===== config.mk =====
export PLATFORM = sky130hd
export DESIGN_NAME = multi_timer_table_unit
export DESIGN_NICKNAME = d
export VERILOG_FILES = /design/src/rtl/core/mtt_pkg.sv /design/src/rtl/core/mtt_order_cmp.sv /design/src/rtl/core/multi_timer_table_unit.sv
export SDC_FILE = /design/constraint.sdc
export NUM_CORES = 2
export LEC_CHECK = 0
export ABC_AREA = 1
export BUFFER_PORTS_ARGS = -buffer_cell sky130_fd_sc_hd__buf_2
export CORE_UTILIZATION = 40
export DETAILED_ROUTE_END_ITERATION = 7
export GPL_ROUTABILITY_DRIVEN = 1
export PLACE_DENSITY = 0.64
export SYNTH_ARGS = -nofsm -noshare
export SYNTH_HDL_FRONTEND = slang
export SYNTH_HIERARCHICAL = 1
export SYNTH_SLANG_ARGS = --single-unit

===== constraint.sdc =====
create_clock -name clk -period 8.1 [get_ports clk]
set_clock_uncertainty 0.05 [all_clocks]
set_input_delay 2.43 -clock clk [delete_from_list [all_inputs] [get_ports clk]]
set_output_delay 2.43 -clock clk [all_outputs]
set_load 0.01 [all_outputs]

===== src/rtl/core/mtt_pkg.sv =====
// ============================================================================
// mtt_pkg
// Shared types and constants of the multi timer table.
// ============================================================================
package mtt_pkg;

    localparam int SLOTS   = 16;
    localparam int SLOT_W  = (SLOTS > 1) ? $clog2(SLOTS) : 1;
    localparam int CNT_W   = $clog2(SLOTS + 1);
    localparam int CFG_IDX_W = 1;

    localparam logic [15:0] CAP_RESET  = 16'd5;
    localparam logic [15:0] BASE_RESET = 16'd1024;

    localparam logic [CFG_IDX_W-1:0] REG_ALARM_CAP = 1'b0;
    localparam logic [CFG_IDX_W-1:0] REG_ID_BASE   = 1'b1;

    localparam logic [1:0] MODE_ADD    = 2'd0;
    localparam logic [1:0] MODE_REMOVE = 2'd1;
    localparam logic [1:0] MODE_RESET  = 2'd2;
    localparam logic [1:0] MODE_TICK   = 2'd3;

    localparam logic [2:0] ST_OK       = 3'd0;
    localparam logic [2:0] ST_BAD_IVL  = 3'd1;
    localparam logic [2:0] ST_IN_USE   = 3'd2;
    localparam logic [2:0] ST_NOTFOUND = 3'd3;
    localparam logic [2:0] ST_FULL     = 3'd4;

    typedef struct packed {
        logic [1:0]  mode;
        logic [15:0] timer_id;
        logic        no_id;
        logic [7:0]  owner;
        logic        any_owner;
        logic [15:0] interval_seconds;
        logic        auto_restart;
        logic [15:0] elapsed_seconds;
    } in_item_t;

    typedef struct packed {
        logic        kind;
        logic [15:0] event_id;
        logic [7:0]  event_owner;
        logic [16:0] run_seconds;
        logic [2:0]  status;
        logic [15:0] id_or_count;
        logic [15:0] next_alarm;
        logic        last;
    } out_item_t;

    // compare unit request/response
    typedef struct packed {
        logic [15:0] a_rem;
        logic [SLOT_W-1:0] a_idx;
        logic        a_ok;
        logic [15:0] b_rem;
        logic [SLOT_W-1:0] b_idx;
        logic        b_ok;
    } cmp_req_t;

    typedef struct packed {
        logic        take_a;
    } cmp_rsp_t;

endpackage


===== src/rtl/core/mtt_order_cmp.sv =====
// ============================================================================
// mtt_order_cmp
// Shared table-order compare: is candidate a ahead of best b.
// ============================================================================
module mtt_order_cmp (
    input  mtt_pkg::cmp_req_t req,
    output mtt_pkg::cmp_rsp_t rsp
);
    always_comb
    begin
        if (!req.a_ok)
            rsp.take_a = 1'b0;
        else if (!req.b_ok)
            rsp.take_a = 1'b1;
        else if (req.a_rem != req.b_rem)
            rsp.take_a = req.a_rem < req.b_rem;
        else
            rsp.take_a = req.a_idx < req.b_idx;
    end
endmodule


===== src/rtl/core/multi_timer_table_unit.sv =====
// ============================================================================
// multi_timer_table_unit
// Table of software timers with add, remove, reset and tick operations.
// ============================================================================
// Usage:
//   in channel (in_valid/in_stall/in_data) takes one operation item.
//   out channel (out_valid/out_stall/out_data) returns result items:
//   for a tick, one expiry event per expired timer in ascending remaining
//   order (ties to lower slot), then always one status item with last=1.
//   Config writes (cfg_we/cfg_index/cfg_data) set alarm_cap and the dynamic
//   id base; write only while idle.
// Sequence:
//   A scan walks the slots one per cycle through a single shared order
//   compare, but waits at the last slot while the output register is held.
//   Add/remove/reset: match scan, commit step, alarm scan; the status item
//   is loaded at the end of the alarm scan. Tick with E events: E+1 event
//   passes, one update pass and the alarm pass. in_stall stays high while
//   an item is in work and drops in the cycle after the status is loaded.
// Reset: all slots free, cap 5, id base 1024; no clearing pass needed.
// Stall: each result waits in the output register; the scan stops until
//   it is taken, so nothing is lost.
// ============================================================================
module multi_timer_table_unit (
    input  logic                clk,
    input  logic                rst_n,
    input  logic                in_valid,
    output logic                in_stall,
    input  mtt_pkg::in_item_t   in_data,
    output logic                out_valid,
    input  logic                out_stall,
    output mtt_pkg::out_item_t  out_data,
    input  logic                cfg_we,
    input  logic [mtt_pkg::CFG_IDX_W-1:0] cfg_index,
    input  logic [15:0]         cfg_data
);
    localparam int SW = mtt_pkg::SLOT_W;
    localparam int CW = mtt_pkg::CNT_W;
    localparam int SLOTS_M1 = mtt_pkg::SLOTS - 1;

    typedef enum logic [5:0] {
        S_IDLE  = 6'b000001,
        S_SCAN  = 6'b000010,  // matching/free scan for add, remove, reset
        S_APPLY = 6'b000100,  // commit the operation
        S_EVT   = 6'b001000,  // tick: find next expired slot
        S_UPD   = 6'b010000,  // tick: update slot by slot
        S_ALARM = 6'b100000   // least remaining scan, then status
    } state_t;

    state_t state_reg, state_next;

    logic [15:0] cap_reg, base_reg, dyn_reg;
    mtt_pkg::in_item_t op_reg;

    logic [SLOTS_M1:0] valid_reg;
    logic [15:0] id_mem  [mtt_pkg::SLOTS];
    logic [7:0]  own_mem [mtt_pkg::SLOTS];
    logic [15:0] ivl_mem [mtt_pkg::SLOTS];
    logic [15:0] rem_mem [mtt_pkg::SLOTS];
    logic        rst_mem [mtt_pkg::SLOTS];
    logic [SLOTS_M1:0] done_reg;  // expiries already emitted

    logic [SW-1:0] idx_reg;
    logic          idx_last;
    logic          best_ok_reg, free_ok_reg, dup_reg;
    logic [SW-1:0] best_idx_reg, free_idx_reg;
    logic [15:0]   best_rem_reg;
    logic [CW-1:0] cnt_reg;
    logic [2:0]    st_reg;    // status of the item in work
    logic [15:0]   ioc_reg;   // id or count of the item in work

    logic out_valid_reg;
    logic out_load;
    mtt_pkg::out_item_t out_reg;

    assign idx_last = (idx_reg == SW'(SLOTS_M1));
    assign in_stall = (state_reg != S_IDLE);
    assign out_valid = out_valid_reg;
    assign out_data = out_reg;

    wire out_free = !out_valid_reg || !out_stall;

    // current slot fields
    wire        cv   = valid_reg[idx_reg];
    wire [15:0] crem = rem_mem[idx_reg];
    wire        id_hit  = id_mem[idx_reg] == op_reg.timer_id;
    wire        own_hit = op_reg.any_owner || own_mem[idx_reg] == op_reg.owner;
    wire        expd = cv && op_reg.elapsed_seconds != 16'd0 &&
                       op_reg.elapsed_seconds >= crem;

    logic cand;
    always_comb
    begin
        case (state_reg)
            S_SCAN:  cand = cv && id_hit && own_hit;
            S_EVT:   cand = expd && !done_reg[idx_reg];
            S_ALARM: cand = cv;
            default: cand = 1'b0;
        endcase
    end

    mtt_pkg::cmp_req_t creq;
    mtt_pkg::cmp_rsp_t crsp;
    assign creq = '{a_rem: crem, a_idx: idx_reg, a_ok: cand,
                    b_rem: best_rem_reg, b_idx: best_idx_reg, b_ok: best_ok_reg};
    mtt_order_cmp u_cmp (.req(creq), .rsp(crsp));

    logic [15:0] dyn_id;
    assign dyn_id = (dyn_reg < base_reg) ? base_reg : dyn_reg;

    // a result item enters the output register: an event at the end of a
    // pass with a winner, or the status at the end of the alarm scan
    assign out_load = out_free && idx_last &&
                      ((state_reg == S_EVT && (best_ok_reg || crsp.take_a)) ||
                       state_reg == S_ALARM);

    always_comb
    begin
        state_next = state_reg;
        case (state_reg)
            S_IDLE:
                if (in_valid)
                    state_next = (in_data.mode == mtt_pkg::MODE_TICK) ? S_EVT : S_SCAN;
            S_SCAN:
                if (idx_last) state_next = S_APPLY;
            S_APPLY:
                if (out_free) state_next = S_ALARM;
            S_EVT:
                if (idx_last && (!best_ok_reg && !crsp.take_a)) state_next = S_UPD;
            S_UPD:
                if (idx_last) state_next = S_ALARM;
            S_ALARM:
                if (idx_last && out_free) state_next = S_IDLE;
            default:
                state_next = S_IDLE;
        endcase
    end

    // slot stores: payload only, no reset
    always_ff @(posedge clk)
    begin
        if (state_reg == S_APPLY && out_free && op_reg.mode == mtt_pkg::MODE_ADD &&
            op_reg.interval_seconds != 16'd0 && !dup_reg && free_ok_reg)
        begin
            id_mem[free_idx_reg]  <= op_reg.no_id ? dyn_id : op_reg.timer_id;
            own_mem[free_idx_reg] <= op_reg.owner;
            ivl_mem[free_idx_reg] <= op_reg.interval_seconds;
            rem_mem[free_idx_reg] <= op_reg.interval_seconds;
            rst_mem[free_idx_reg] <= op_reg.auto_restart;
        end
        else if (state_reg == S_APPLY && out_free && op_reg.mode == mtt_pkg::MODE_RESET &&
                 best_ok_reg)
            rem_mem[best_idx_reg] <= ivl_mem[best_idx_reg];
        else if (state_reg == S_UPD && cv)
        begin
            if (expd)
                rem_mem[idx_reg] <= ivl_mem[idx_reg];
            else
                rem_mem[idx_reg] <= crem - op_reg.elapsed_seconds;
        end
    end

    always_ff @(posedge clk)
    begin
        if (state_reg == S_IDLE && in_valid)
            op_reg <= in_data;
    end

    always_ff @(posedge clk or negedge rst_n)
    begin
        if (!rst_n)
        begin
            state_reg     <= S_IDLE;
            cap_reg       <= mtt_pkg::CAP_RESET;
            base_reg      <= mtt_pkg::BASE_RESET;
            dyn_reg       <= mtt_pkg::BASE_RESET;
            valid_reg     <= '0;
            done_reg      <= '0;
            idx_reg       <= '0;
            best_ok_reg   <= 1'b0;
            best_idx_reg  <= '0;
            best_rem_reg  <= '0;
            free_ok_reg   <= 1'b0;
            free_idx_reg  <= '0;
            dup_reg       <= 1'b0;
            cnt_reg       <= '0;
            st_reg        <= mtt_pkg::ST_OK;
            ioc_reg       <= '0;
            out_valid_reg <= 1'b0;
            out_reg       <= '0;
        end
        else
        begin
            state_reg <= state_next;
            if (out_load)
                out_valid_reg <= 1'b1;
            else if (!out_stall)
                out_valid_reg <= 1'b0;

            if (cfg_we)
            begin
                case (cfg_index)
                    mtt_pkg::REG_ALARM_CAP: cap_reg <= cfg_data;
                    mtt_pkg::REG_ID_BASE:   base_reg <= cfg_data;
                    default: ;
                endcase
            end

            case (state_reg)
                S_IDLE:
                begin
                    idx_reg     <= '0;
                    best_ok_reg <= 1'b0;
                    free_ok_reg <= 1'b0;
                    dup_reg     <= 1'b0;
                    cnt_reg     <= '0;
                    done_reg    <= '0;
                    st_reg      <= mtt_pkg::ST_OK;
                    ioc_reg     <= '0;
                end
                S_SCAN:
                begin
                    if (crsp.take_a)
                    begin
                        best_ok_reg  <= 1'b1;
                        best_idx_reg <= idx_reg;
                        best_rem_reg <= crem;
                    end
                    if (!cv && !free_ok_reg)
                    begin
                        free_ok_reg  <= 1'b1;
                        free_idx_reg <= idx_reg;
                    end
                    if (cv && id_hit && !op_reg.no_id)
                        dup_reg <= 1'b1;
                    // remove all: drop matches on the fly
                    if (op_reg.mode == mtt_pkg::MODE_REMOVE && op_reg.no_id && cv && own_hit)
                    begin
                        valid_reg[idx_reg] <= 1'b0;
                        cnt_reg <= cnt_reg + CW'(1);
                    end
                    idx_reg <= idx_last ? '0 : idx_reg + SW'(1);
                end
                S_APPLY:
                    if (out_free)
                    begin
                        best_ok_reg <= 1'b0;
                        idx_reg     <= '0;
                        case (op_reg.mode)
                            mtt_pkg::MODE_ADD:
                                if (op_reg.interval_seconds == 16'd0)
                                    st_reg <= mtt_pkg::ST_BAD_IVL;
                                else if (dup_reg)
                                    st_reg <= mtt_pkg::ST_IN_USE;
                                else if (!free_ok_reg)
                                    st_reg <= mtt_pkg::ST_FULL;
                                else
                                begin
                                    valid_reg[free_idx_reg] <= 1'b1;
                                    if (op_reg.no_id)
                                    begin
                                        ioc_reg <= dyn_id;
                                        dyn_reg <= dyn_id + 16'd1;
                                    end
                                    else
                                        ioc_reg <= op_reg.timer_id;
                                end
                            mtt_pkg::MODE_REMOVE:
                                if (op_reg.no_id)
                                begin
                                    if (cnt_reg == '0)
                                        st_reg <= mtt_pkg::ST_NOTFOUND;
                                    else
                                        ioc_reg <= 16'(cnt_reg);
                                end
                                else if (!best_ok_reg)
                                    st_reg <= mtt_pkg::ST_NOTFOUND;
                                else
                                begin
                                    valid_reg[best_idx_reg] <= 1'b0;
                                    ioc_reg <= op_reg.timer_id;
                                end
                            default:
                                if (!best_ok_reg)
                                    st_reg <= mtt_pkg::ST_NOTFOUND;
                                else
                                    ioc_reg <= id_mem[best_idx_reg];
                        endcase
                    end
                S_EVT:
                begin
                    if (idx_last)
                    begin
                        // end of a pass: emit winner, or move on
                        if (best_ok_reg || crsp.take_a)
                        begin
                            if (out_free)
                            begin
                                logic [SW-1:0] w;
                                w = crsp.take_a ? idx_reg : best_idx_reg;
                                done_reg[w] <= 1'b1;
                                out_reg <= '{kind: 1'b0,
                                             event_id: id_mem[w],
                                             event_owner: own_mem[w],
                                             run_seconds: 17'(ivl_mem[w]) +
                                                 17'(op_reg.elapsed_seconds) -
                                                 17'(rem_mem[w]),
                                             status: mtt_pkg::ST_OK,
                                             id_or_count: 16'd0,
                                             next_alarm: 16'd0,
                                             last: 1'b0};
                                best_ok_reg <= 1'b0;
                                idx_reg     <= '0;
                            end
                        end
                        else
                            idx_reg <= '0;
                    end
                    else
                    begin
                        if (crsp.take_a)
                        begin
                            best_ok_reg  <= 1'b1;
                            best_idx_reg <= idx_reg;
                            best_rem_reg <= crem;
                        end
                        idx_reg <= idx_reg + SW'(1);
                    end
                end
                S_UPD:
                begin
                    if (cv && expd && !rst_mem[idx_reg])
                        valid_reg[idx_reg] <= 1'b0;
                    idx_reg <= idx_last ? '0 : idx_reg + SW'(1);
                    best_ok_reg <= 1'b0;
                end
                S_ALARM:
                begin
                    if (!idx_last)
                    begin
                        if (crsp.take_a)
                        begin
                            best_ok_reg  <= 1'b1;
                            best_idx_reg <= idx_reg;
                            best_rem_reg <= crem;
                        end
                        idx_reg <= idx_reg + SW'(1);
                    end
                    else if (out_free)
                    begin
                        logic [15:0] r;
                        logic        ok;
                        logic [15:0] na;
                        ok = best_ok_reg || crsp.take_a;
                        r  = crsp.take_a ? crem : best_rem_reg;
                        if (!ok)
                            na = 16'd0;
                        else
                            na = (r < cap_reg) ? r : cap_reg;
                        out_reg <= '{kind: 1'b1,
                                     event_id: 16'd0,
                                     event_owner: 8'd0,
                                     run_seconds: 17'd0,
                                     status: st_reg,
                                     id_or_count: ioc_reg,
                                     next_alarm: na,
                                     last: 1'b1};
                    end
                end
                default: ;
            endcase
        end
    end

`ifndef SYNTH
    a_stall_busy: assert property (@(posedge clk) disable iff (!rst_n)
        (state_reg != S_IDLE) |-> in_stall)
        else $error("input taken while busy");
    a_out_hold: assert property (@(posedge clk) disable iff (!rst_n)
        (out_valid && out_stall) |=> (out_valid && $stable(out_data)))
        else $error("stalled result changed");
    a_last_status: assert property (@(posedge clk) disable iff (!rst_n)
        (out_valid && out_data.last) |-> out_data.kind)
        else $error("last on an event item");
    a_done_idle: assert property (@(posedge clk) disable iff (!rst_n)
        (state_reg == S_ALARM && idx_last && out_free) |=> (state_reg == S_IDLE))
        else $error("status not closing item");
`endif
endmodule


==> metrics <==
run status=complete, but fails checks; failing checks=design-rule violations; Clock Path Buffers=3; reg2reg start=idx_reg[2]; CP endpoint kind=flip-flop; Slew Limit Fails=0; Port Buffers=approximately 160; area grow syn2layout=14.5%; CP most frequent cell=nand2_1; Die X=398 um; VDD IR max=roughly 0.17 mV; Commonest cells post-synth=1,166 x nand2_1, 973 x edfxtp_1, 851 x o21ai_0; Placement Cell Area=66,500 um^2; CTS tree=yes; post-synth top area share=46.7%; initial core utilization=40.4%; Clk Latency, worst-skew pair=approximately 840 ps; first drt pass iteration count=8; CTS H-tree depth=4; slew margin rel.=2.88%; Mapped Nets=6,854; clock period minus worst slack=7840 ps; Vias=56,300; critical path fanouts, max=44; antenna viol nets, final=0; Reg2Reg Capture Point=out_data[51]; #FFs+latches synth=1,192; vias per cell=6.29; WHS Endpoint=out_data[58]; Post-synth EDFFs=973; vias in the first global route=52,900; CP delay by family, top=simple AND/OR/NAND/NOR gates; first-pass GRT wire length=roughly 360,000 um; PD cells=261 nW/um^2; Synth area leader=edfxtp_1; Final Instance Area=71,700 um^2; Slowest cell on crit path=buf_4; Final Setup Violations=0; biggest regs=id_mem (256), ivl_mem (256), rem_mem (256); Core Region=155,000 um^2; CP bufs+invs=10; Startpoint Class=flip-flop; Top FF cell, synth=edfxtp_1; worst hold path type=flip-flop to flip-flop; initial antenna violation count=18; DRC viols=4; drt wl/cell=28.3 um; Cells after Synth=between 6,000 and 7,000; ys async rst share=18.4%; Pleak=28.3 nW; R2R cell count=40; Syn Area/Cell=9.39 um^2; Post-Route WL=253,000 um; Die Area=158,000 um^2; hpwl dp=154,000 um; Final Hold Viols=0; fin crit share=96.8%; IO Count=163; Die Height=398 um; register area share after synthesis=around 55%; Layout Nets=6,979; hold wc startpoint=out_data[58]; number of max-cap violations=0; Rows=144; Synth area leaders=edfxtp_1 47%, dfrtp_1 8.6%, nand2_1 7.0%; total CTS buffers=135; hold path cells=2; worst setup path class=flip-flop to flip-flop; Total GRT Usage=around 30%; RePlAce Congestion=1.01; Worst Tran Pin Value=1440 ps; CTS clk-pin slew, worst paths=60 ps; Worst EP required=8750 ps; Clock Sinks=1,192; count leader, synth=nand2_1; Arr. time, crit path=8490 ps; Hold WS=424 ps; largest net degree at the start of global routing=~140; synth warn=6; cts hold-fix bufs=0; CTS root buffer=clkbuf_16; post-synth cell types=70; GRT overflow=0; post-place setup slack=-318 ps; achievable frequency=approximately 0.13 GHz; Iter 0 DRT Violations=8,534; r2r setup slk=around 260 ps; Mapped Area=~63,000 um^2; CP peak stage delay=550 ps; share of layout cells above drive strength 1=around an eighth; Setup WS post-layout=256 ps
power by group:
part | switching (mW) | total (mW) | internal [mW]
logic | 3.36 | 4.79 | 1.42
clock network | 2.70 | 6.39 | 3.70
registers | 0.329 | 7.54 | 7.21
total | 6.39 | 18.7 | 12.3
cell type report:
type	instances	area, um^2
Antenna cell	5	12.5
Timing Repair Buffer	440	3430
Sequential cell	1192	34700
Inverter	663	2530
Multi-Input combinational cell	4358	23800
Fill cell	14300	83100
Clock buffer	182	3760
Tap cell	2044	2560
Clock inverter	67	867
layout by cell type (no fill, tap or decap), types with 142 or more instances in the layout:
cell,count
a21oi_1,447
a22oi_1,224
buf_2,162
buf_4,235
clkbuf_16,142
dfrtp_1,212
edfxtp_1,973
inv_1,628
nand2_1,1162
nand3_1,150
nor2_1,398
o21ai_0,833
o221ai_1,160
o22ai_1,256
through the flow:
stage / util [%] / TNS (ps) / power, mW / cells
after floorplan: - / 0 / 10.2 / 6665
after global placement: 43.0 / -409 / 12.1 / 8675
after detailed placement: 43.0 / -1050 / 12.1 / 8675
after CTS: 46.0 / 0 / 18.5 / 8927
after global routing: 46.3 / -163 / 19.3 / 8946
final: 46.3 / 0 / 18.7 / 8951
worst register-to-register path, delay by kind of cell, from the launching register on:
kind	cells	cell delay, ps
buf+inv	10	2220
fa+ha+maj	2	660
compound gates	6	930
flops	1	530
xor+xnor	1	180
simple gates	21	3150
worst max-delay path by stage:
stage                     from            to  cells past startpoint
finish              idx_reg[2]  out_data[51]                     40
global route        idx_reg[0]  out_data[50]                     45
CTS                 idx_reg[0]  out_data[51]                     43
detailed placement  idx_reg[0]  out_data[44]                     41
global placement    idx_reg[0]  out_data[44]                     41
floorplan           idx_reg[1]  out_data[50]                     50
logic make-up (layout without fill, tap and decap cells):
group	after synthesis	in the layout	share of synthesized area (%)
AO/OA/AOI/OAI	2166	2166	20.6
XOR/XNOR	33	33	0.462
adder cells (fa/ha/maj)	106	106	2.32
buffers and inverters	1116	1352	7.42
flip-flops	1192	1192	55.4
other	0	5	0
AND/OR/NAND/NOR	2052	2053	13.7
per-layer routing:
layer  share of wire (%)  up-vias  track usage [%]
li1                    -    24200                -
met1                  37    26800             39.2
met2                  42     4339             45.4
met3                  13      967             8.80
met4                 7.6       18             20.7
met5               0.081        -                0
what timing repair did:
action                     CTS  global route
gates cloned                 0             7
hold endpoints to repair     0             0
setup endpoints to repair    8            12
pin swaps                    1             9
setup buffers                3            12
gates resized for setup      2            45
No activity file was read; power rests on OpenSTA's default activity.
